### src/rtl/masked_byte_pattern_search_assert.svh
// ---------------------------------------------------------------------------
// Assertion macros for the masked byte pattern search
// Concurrent assertion wrappers that can be compiled out with ASSERT_OFF.
// ---------------------------------------------------------------------------
`ifndef MASKED_BYTE_PATTERN_SEARCH_ASSERT_SVH
`define MASKED_BYTE_PATTERN_SEARCH_ASSERT_SVH

`ifndef ASSERT_OFF

// Property must hold at every rising edge outside reset.
`define MBPS_ASSERT(name, clk, rst, prop) \
  name: assert property (@(posedge clk) disable iff (rst) (prop)) \
    else $error("masked byte pattern search: assertion failed");

// Condition must never be seen at a rising edge outside reset.
`define MBPS_ASSERT_NEVER(name, clk, rst, cond) \
  name: assert property (@(posedge clk) disable iff (rst) !(cond)) \
    else $error("masked byte pattern search: forbidden condition seen");

`else

`define MBPS_ASSERT(name, clk, rst, prop)
`define MBPS_ASSERT_NEVER(name, clk, rst, cond)

`endif

`endif

### src/rtl/mbps_pkg.sv
// ---------------------------------------------------------------------------
// Masked byte pattern search package
// Sizes, register indexes and the types shared between the pipeline stages.
// ---------------------------------------------------------------------------
package mbps_pkg;

  localparam int PATTERN_MAX   = 16;
  localparam int POSITION_BITS = 32;
  localparam int PATTERN_HW    = 16;
  localparam int ADDR_BITS     = 64;
  localparam int LEN_BITS      = 5;
  localparam int SKIP_BITS     = 4;
  localparam int CFG_IDX_BITS  = 3;
  localparam int CFG_DATA_BITS = 64;

  // Window positions that can take part in a compare.
  localparam int CMP_MAX      = (PATTERN_MAX < PATTERN_HW) ? PATTERN_MAX : PATTERN_HW;
  localparam int FILL_BITS    = $clog2(CMP_MAX + 1);
  localparam int WIN_IDX_BITS = (CMP_MAX > 1) ? $clog2(CMP_MAX) : 1;

  // Configuration register indexes.
  localparam logic [CFG_IDX_BITS-1:0] REG_PATTERN_LOW  = 3'd0;
  localparam logic [CFG_IDX_BITS-1:0] REG_PATTERN_HIGH = 3'd1;
  localparam logic [CFG_IDX_BITS-1:0] REG_CARE_MASK    = 3'd2;
  localparam logic [CFG_IDX_BITS-1:0] REG_LENGTH       = 3'd3;
  localparam logic [CFG_IDX_BITS-1:0] REG_FIND_ALL     = 3'd4;
  localparam logic [CFG_IDX_BITS-1:0] REG_BASE         = 3'd5;

  typedef struct packed {
    logic [PATTERN_HW*8-1:0] pattern;
    logic [PATTERN_HW-1:0]   care_mask;
    logic [LEN_BITS-1:0]     pattern_length;
    logic                    find_all;
    logic [ADDR_BITS-1:0]    base_address;
  } cfg_t;

  typedef struct packed {
    logic [7:0] data_byte;
    logic       region_end;
  } item_t;

  typedef struct packed {
    logic                     found;
    logic [POSITION_BITS-1:0] offset;
    logic                     region_done;
  } scan_result_t;

endpackage

### src/rtl/mbps_match.sv
// ---------------------------------------------------------------------------
// Masked pattern comparator
// Compares the window ending at the newest byte with the configured pattern.
// ---------------------------------------------------------------------------
module mbps_match (
  input  logic [7:0]     win [mbps_pkg::CMP_MAX],
  input  mbps_pkg::cfg_t cfg,
  output logic           hit
);

  logic [mbps_pkg::CMP_MAX-1:0] byte_ok;
  logic                         len_ok;

  // Pattern byte k lines up with window entry length-1-k.
  for (genvar k = 0; k < mbps_pkg::CMP_MAX; k++) begin : g_cmp
    logic [mbps_pkg::LEN_BITS-1:0] idx;
    logic                          active;

    assign active = mbps_pkg::LEN_BITS'(k) < cfg.pattern_length;
    assign idx    = cfg.pattern_length - mbps_pkg::LEN_BITS'(k) - mbps_pkg::LEN_BITS'(1);
    assign byte_ok[k] = !active || !cfg.care_mask[k] ||
                        (win[idx[mbps_pkg::WIN_IDX_BITS-1:0]] == cfg.pattern[k*8 +: 8]);
  end

  assign len_ok = (cfg.pattern_length != '0) &&
                  (cfg.pattern_length <= mbps_pkg::LEN_BITS'(mbps_pkg::CMP_MAX));
  assign hit    = len_ok && (&byte_ok);

endmodule

### src/rtl/mbps_scan.sv
// ---------------------------------------------------------------------------
// Scan stage
// Holds the byte window and region state and decides what each byte reports.
// ---------------------------------------------------------------------------
`include "masked_byte_pattern_search_assert.svh"

module mbps_scan (
  input  logic                   clk,
  input  logic                   rst,
  input  logic                   advance,
  input  logic                   in_valid,
  input  mbps_pkg::item_t        in_item,
  input  mbps_pkg::cfg_t         cfg,
  output logic                   res_valid,
  output mbps_pkg::scan_result_t res
);

  logic [7:0]                         window [mbps_pkg::CMP_MAX];
  logic [7:0]                         window_next [mbps_pkg::CMP_MAX];
  logic [mbps_pkg::FILL_BITS-1:0]     fill_count;
  logic [mbps_pkg::FILL_BITS-1:0]     fill_count_next;
  logic [mbps_pkg::POSITION_BITS-1:0] byte_position;
  logic [mbps_pkg::SKIP_BITS-1:0]     skip_left;
  logic [mbps_pkg::SKIP_BITS-1:0]     skip_left_next;
  logic                               first_found;
  logic                               first_found_next;
  logic                               pattern_hit;
  logic                               hit;
  logic                               skipping;
  logic                               report;
  logic [mbps_pkg::POSITION_BITS-1:0] start;
  logic [mbps_pkg::LEN_BITS-1:0]      len_less_one;
  logic                               take;

  assign take = advance && in_valid;

  always_comb begin
    window_next[0] = in_item.data_byte;
    for (int i = 1; i < mbps_pkg::CMP_MAX; i++) begin
      window_next[i] = window[i-1];
    end
  end

  assign fill_count_next = (fill_count < mbps_pkg::FILL_BITS'(mbps_pkg::CMP_MAX))
                           ? fill_count + mbps_pkg::FILL_BITS'(1) : fill_count;

  mbps_match u_match (
    .win (window_next),
    .cfg (cfg),
    .hit (pattern_hit)
  );

  assign hit          = pattern_hit &&
                        (mbps_pkg::LEN_BITS'(fill_count_next) >= cfg.pattern_length);
  assign skipping     = cfg.find_all && (skip_left != '0);
  assign report       = !skipping && hit && (cfg.find_all || !first_found);
  assign len_less_one = cfg.pattern_length - mbps_pkg::LEN_BITS'(1);
  assign start        = byte_position - mbps_pkg::POSITION_BITS'(len_less_one);

  always_comb begin
    skip_left_next   = skip_left;
    first_found_next = first_found;
    if (skipping) begin
      skip_left_next = skip_left - mbps_pkg::SKIP_BITS'(1);
    end else if (hit && cfg.find_all) begin
      skip_left_next = len_less_one[mbps_pkg::SKIP_BITS-1:0];
    end else if (hit) begin
      first_found_next = 1'b1;
    end
  end

  always_ff @(posedge clk) begin
    if (take) begin
      window <= window_next;
    end
  end

  always_ff @(posedge clk) begin
    if (rst) begin
      fill_count    <= '0;
      byte_position <= '0;
      skip_left     <= '0;
      first_found   <= 1'b0;
      res_valid     <= 1'b0;
    end else if (advance) begin
      res_valid <= in_valid && (report || in_item.region_end);
      if (in_valid) begin
        if (in_item.region_end) begin
          fill_count    <= '0;
          byte_position <= '0;
          skip_left     <= '0;
          first_found   <= 1'b0;
        end else begin
          fill_count    <= fill_count_next;
          byte_position <= byte_position + mbps_pkg::POSITION_BITS'(1);
          skip_left     <= skip_left_next;
          first_found   <= first_found_next;
        end
      end
    end
  end

  always_ff @(posedge clk) begin
    if (take) begin
      res.found       <= report;
      res.offset      <= start;
      res.region_done <= in_item.region_end;
    end
  end

  `MBPS_ASSERT(a_fill_bounded, clk, rst, fill_count <= mbps_pkg::FILL_BITS'(mbps_pkg::CMP_MAX))
  `MBPS_ASSERT(a_region_end_clears, clk, rst, (take && in_item.region_end) |=> (fill_count == '0 && skip_left == '0 && !first_found && byte_position == '0))

endmodule

### src/rtl/mbps_out.sv
// ---------------------------------------------------------------------------
// Output stage
// Forms the match address from the base address and holds the result item.
// ---------------------------------------------------------------------------
module mbps_out (
  input  logic                           clk,
  input  logic                           rst,
  input  logic                           advance,
  input  logic                           res_valid,
  input  mbps_pkg::scan_result_t         res,
  input  logic [mbps_pkg::ADDR_BITS-1:0] base_address,
  output logic                           out_valid,
  output logic                           found,
  output logic [mbps_pkg::ADDR_BITS-1:0] match_address,
  output logic                           region_done
);

  logic [mbps_pkg::ADDR_BITS-1:0] address_next;

  assign address_next = res.found
                        ? base_address + mbps_pkg::ADDR_BITS'(res.offset)
                        : '0;

  always_ff @(posedge clk) begin
    if (rst) begin
      out_valid <= 1'b0;
    end else if (advance) begin
      out_valid <= res_valid;
    end
  end

  always_ff @(posedge clk) begin
    if (advance && res_valid) begin
      found         <= res.found;
      match_address <= address_next;
      region_done   <= res.region_done;
    end
  end

endmodule

### src/rtl/masked_byte_pattern_search.sv
// ---------------------------------------------------------------------------
// Masked byte pattern search
// Streams a memory region one byte per item and reports masked pattern hits.
// ---------------------------------------------------------------------------
// The block accepts one byte every clock cycle unless stalled, and passes
// each byte through three register stages: an input register, a scan stage
// in which the window of the last sixteen bytes is compared with the pattern,
// and an output register in which the 64-bit match address is formed. All
// three stages move together, so the input is stalled only while a result
// waits at the output for the consumer. A byte produces a result item only
// when it completes a reported match or ends the region; the final byte always
// produces one, with the found flag clear when there was no match on it.
// Configuration should be written while the block is idle, and it takes
// effect for the next byte taken.
// ---------------------------------------------------------------------------
`include "masked_byte_pattern_search_assert.svh"

module masked_byte_pattern_search (
  input  logic                               clk,
  input  logic                               rst,
  // Configuration write channel.
  input  logic                               cfg_valid,
  output logic                               cfg_ready,
  input  logic [mbps_pkg::CFG_IDX_BITS-1:0]  cfg_index,
  input  logic [mbps_pkg::CFG_DATA_BITS-1:0] cfg_data,
  // Byte stream in.
  input  logic                               s_tvalid,
  output logic                               s_tready,
  input  logic [7:0]                         s_tdata,   // data_byte
  input  logic                               s_tlast,   // region_end
  // Result stream out.
  output logic                               m_tvalid,
  input  logic                               m_tready,
  output logic [mbps_pkg::ADDR_BITS-1:0]     m_tdata,   // match_address
  output logic                               m_tuser,   // found
  output logic                               m_tlast    // region_done
);

  mbps_pkg::cfg_t         cfg;
  mbps_pkg::item_t        in_item;
  logic                   in_valid;
  logic                   advance;
  logic                   res_valid;
  mbps_pkg::scan_result_t res;

  // Configuration registers are always ready to be written.
  assign cfg_ready = 1'b1;

  always_ff @(posedge clk) begin
    if (rst) begin
      cfg.pattern        <= '0;
      cfg.care_mask      <= '1;
      cfg.pattern_length <= '0;
      cfg.find_all       <= 1'b0;
      cfg.base_address   <= '0;
    end else if (cfg_valid) begin
      unique case (cfg_index)
        mbps_pkg::REG_PATTERN_LOW: begin
          cfg.pattern[63:0] <= cfg_data;
        end
        mbps_pkg::REG_PATTERN_HIGH: begin
          cfg.pattern[127:64] <= cfg_data;
        end
        mbps_pkg::REG_CARE_MASK: begin
          cfg.care_mask <= cfg_data[mbps_pkg::PATTERN_HW-1:0];
        end
        mbps_pkg::REG_LENGTH: begin
          cfg.pattern_length <= cfg_data[mbps_pkg::LEN_BITS-1:0];
        end
        mbps_pkg::REG_FIND_ALL: begin
          cfg.find_all <= cfg_data[0];
        end
        mbps_pkg::REG_BASE: begin
          cfg.base_address <= cfg_data;
        end
        default: begin
        end
      endcase
    end
  end

  // The whole pipeline moves whenever the output register is free or being
  // emptied in this cycle.
  assign advance  = !m_tvalid || m_tready;
  assign s_tready = advance;

  always_ff @(posedge clk) begin
    if (rst) begin
      in_valid <= 1'b0;
    end else if (advance) begin
      in_valid <= s_tvalid;
    end
  end

  always_ff @(posedge clk) begin
    if (advance && s_tvalid) begin
      in_item.data_byte  <= s_tdata;
      in_item.region_end <= s_tlast;
    end
  end

  mbps_scan u_scan (
    .clk       (clk),
    .rst       (rst),
    .advance   (advance),
    .in_valid  (in_valid),
    .in_item   (in_item),
    .cfg       (cfg),
    .res_valid (res_valid),
    .res       (res)
  );

  mbps_out u_out (
    .clk           (clk),
    .rst           (rst),
    .advance       (advance),
    .res_valid     (res_valid),
    .res           (res),
    .base_address  (cfg.base_address),
    .out_valid     (m_tvalid),
    .found         (m_tuser),
    .match_address (m_tdata),
    .region_done   (m_tlast)
  );

  // A result without a match can only be the end of a region.
  `MBPS_ASSERT(a_nomatch_is_done, clk, rst, (m_tvalid && !m_tuser) |-> (m_tlast && m_tdata == '0))
  // Input back-pressure only comes from a waiting result.
  `MBPS_ASSERT_NEVER(a_stall_needs_cause, clk, rst, !s_tready && !(m_tvalid && !m_tready))

endmodule
### config.mk
export PLATFORM = sky130hd
export DESIGN_NAME = masked_byte_pattern_search
export DESIGN_NICKNAME = d
export VERILOG_FILES = /design/src/rtl/mbps_pkg.sv /design/src/rtl/mbps_match.sv /design/src/rtl/mbps_scan.sv /design/src/rtl/mbps_out.sv /design/src/rtl/masked_byte_pattern_search.sv
export VERILOG_INCLUDE_DIRS = /design/src /design/src/rtl
export SDC_FILE = /design/constraint.sdc
export NUM_CORES = 1
export LEC_CHECK = 0
export BUFFER_PORTS_ARGS = -buffer_cell sky130_fd_sc_hd__buf_2
export CORE_MARGIN = 5
export CORE_UTILIZATION = 40
export DETAILED_ROUTE_END_ITERATION = 6
export PLACE_DENSITY = 0.68
export SETUP_SLACK_MARGIN = 0.02
export SYNTH_ARGS = -nofsm -noshare
export SYNTH_HDL_FRONTEND = slang
export SYNTH_SLANG_ARGS = --single-unit
### constraint.sdc
create_clock -name clk -period 16.6 [get_ports clk]
set_clock_uncertainty 0.15 [all_clocks]
set_input_delay 4.98 -clock clk [delete_from_list [all_inputs] [get_ports clk]]
set_output_delay 4.98 -clock clk [all_outputs]
set_load 0.01 [all_outputs]
==> flow_metrics.tcl <==
set metrics [dict create \
    status "complete, no violations" \
    cap_viol_max_count 0 \
    clk_pin_slew_worst_paths_ns 0.06 \
    num_rows 98 \
    hpwl_um 57900 \
    routed_wl_um 81000 \
    powerDensity_nw_per_um2 90.5 \
    worst_ep_arrival_time_ns 5.59 \
    worstHoldPathType "reg2reg" \
    cts_hold_buffers 0 \
    async_flop_share 0 \
    final_layout_size_suffix_gt1_frac 0.209 \
    final_hold_viol_count 0 \
    synthesis.nets 2705 \
    max_freq_ghz 0.0933 \
    cts_root_buf "clkbuf_16" \
    p_leak_nw 10.9 \
    globalplace.congestion 0.938 \
    netlist_instances 2568 \
    layout.nets 2773 \
    ys.flop_type "dfxtp_1" \
    setup_viol 0 \
    dieArea_um2 77600 \
    clockBufferDepth 3 \
    mostFrequentLayoutCell "nand2_1" \
    grt_antenna_before_repair 10 \
    dr.first_iter.drc_count 2455 \
    tns_ns 0 \
    grt_pass1_vias 19826 \
    cts_buffers 53 \
    yosysWarningCount 0 \
    critPathCaptureType "output pin" \
    grt_first_pass_wirelength_um 122000 \
    coreArea_um2 71500 \
    clock_sinks 488 \
    vias 21233 \
    final_cells 3632 \
    vias_per_cell 5.85 \
    tightest_slew_ns 1.23 \
    grt_use_total 0.201 \
    dp_cells 3531 \
    crit_required_ns 11.47 \
    cts_tree "built" \
    worstPathMaxFanout 4 \
    cts_setup_buffers 0 \
    pin_count 150 \
    avgSynthCellArea_um2 11.2 \
    antenna_left 0 \
    fillCellCount 6522 \
    start_util 0.404 \
    crit_path_start_kind "primary input" \
    drv_slew 0 \
    seq_area_frac_synth 0.418 \
    clock_latency_ns 0.60 \
    rsz0062_at_grt "false" \
    holdWs_ns 0.289 \
    post_drt_wl_per_cell_um 22.3 \
    port_buffers 148 \
    grt-ovfl-total 0 \
    grt_max_degree 144 \
    min_period_ns 10.72 \
    cts_resized 0 \
    remaining_drc_errors 0 \
    ir_drop_mv 0.0698 \
    final_cell_mix "nand2_1 (466), mux4_2 (269), dfxtp_1 (256)" \
    die_y_um 279 \
    area.growth.synth_to_final_pct 11.8 \
    dr.pass1.iters 5 \
    slew_headroom 0.177 \
    syn_area_um2 28800 \
    synth-seq-cells 488 \
    synth_cell_type_count 65 \
    dpl-instance-area_um2 30500 \
    fin_crit_sh 0.646 \
    die_x_um 279 \
    final_area_um2 32200 \
    synth_edf_count 229 \
    power.total_mw 2.92 \
    htreeDepth 2 \
    worst-setup-path-type "in2out" \
]
## power breakdown
group	internal, mW	leakage [nW]	switching [mW]
clock network	0.713	0.878	0.494
registers	1.29	4.19	0.0371
logic	0.166	5.79	0.215
total	2.17	10.9	0.746
## cell type report
type | count | area [µm²] | share of cell area
sequential | 488 | 12100 | 0.374
clock buffer | 82 | 1640 | 0.0510
clock inverter | 16 | 140 | 0.00435
antenna | 3 | 7.51 | 0.000233
timing repair buffer | 176 | 970 | 0.0301
tap | 950 | 1190 | 0.0369
inverter | 26 | 103 | 0.00318
multi-input combinational | 1891 | 16100 | 0.500
## final timing paths
check                              startpoint             endpoint  slack (ns)  cells past startpoint
worst min register to register  u_scan.res[0]    u_out.region_done        0.29                      0
worst min-delay path            u_scan.res[0]    u_out.region_done        0.29                      0
worst max-delay path                 m_tready             s_tready        5.88                      4
worst max register to register        cfg[66]  u_scan.skip_left[1]        9.92                     13
## sequential cells by signal, indices dropped and copies added (netlist names), 4 cells and up
| signal | count |
|---|---|
| u_out.match_address | 64 |
| cfg | 214 |
| u_scan.window | 120 |
| u_scan.skip_left | 4 |
| in_item | 9 |
| u_scan.res | 34 |
| u_scan.fill_count | 5 |
| u_scan.byte_position | 32 |
## synthesized netlist by cell type (3+ instances only)
master | n | area, µm²
nand2_1 | 467 | 1750
nand2b_1 | 17 | 106
a211oi_1 | 3 | 22.5
o21a_1 | 7 | 52.6
mux2_2 | 10 | 113
nand4_1 | 44 | 275
and3_1 | 22 | 138
nand3b_1 | 5 | 37.5
or3_1 | 16 | 100
xnor2_2 | 3 | 48.8
nor3_1 | 24 | 120
buf_1 | 15 | 56.3
edfxtp_1 | 229 | 6880
a211o_1 | 17 | 149
and2_1 | 12 | 75.1
nor2b_1 | 26 | 163
a41oi_1 | 3 | 26.3
mux2i_1 | 109 | 1090
xnor2_1 | 154 | 1350
xor2_1 | 95 | 832
ha_1 | 55 | 688
o221ai_1 | 8 | 70.1
o211ai_1 | 7 | 52.6
dfxtp_1 | 259 | 5180
a22oi_1 | 3 | 22.5
buf_2 | 30 | 150
maj3_1 | 3 | 30.0
nor2_1 | 119 | 447
inv_1 | 21 | 78.8
o21ai_0 | 35 | 175
a21oi_1 | 244 | 1220
o31ai_1 | 4 | 30.0
or4_1 | 6 | 45.0
a31oi_1 | 5 | 31.3
mux4_2 | 269 | 6060
nor4_1 | 10 | 62.6
buf_4 | 4 | 30.0
clkbuf_1 | 114 | 428
a21o_1 | 28 | 210
clkinv_1 | 3 | 11.3
and4_1 | 7 | 61.3
nand3_1 | 30 | 150
## metrics by stage
step / setup slack, ns / util
5_1_grt: 5.84 / 0.451
3_5_place_dp: 5.89 / 0.426
3_3_place_gp: 5.88 / 0.426
6_report: 5.88 / 0.451
4_1_cts: 5.88 / 0.451
2_1_floorplan: 4.46 / -
## layer usage
layer,track usage,vias to the layer above,wire length (µm)
met5,0,-,94
met4,0.0791,14,3630
met3,0.0524,160,7680
met2,0.316,962,36900
met1,0.270,10412,32700
li1,-,9685,-
## logic make-up (layout without fill, tap and decap cells)
| group | Yosys count | after routing | synth area share |
|---|---|---|---|
| muxes | 388 | 388 | 0.252 |
| adders and majority gates | 59 | 59 | 0.0256 |
| buffers and inverters | 189 | 300 | 0.0264 |
| other | 1 | 4 | 0.000130 |
| AOI/OAI and AO/OA | 378 | 378 | 0.0757 |
| xor gates and xnor gates | 252 | 252 | 0.0773 |
| and+or+nand+nor | 813 | 813 | 0.125 |
| DFF | 488 | 488 | 0.418 |
## worst max-delay path, cell delays in order
cell and delay [ns]:
buf_2 0.10, nor2b_1 0.21, inv_1 0.13, buf_2 0.16
Power figures use the tool's default switching activity.
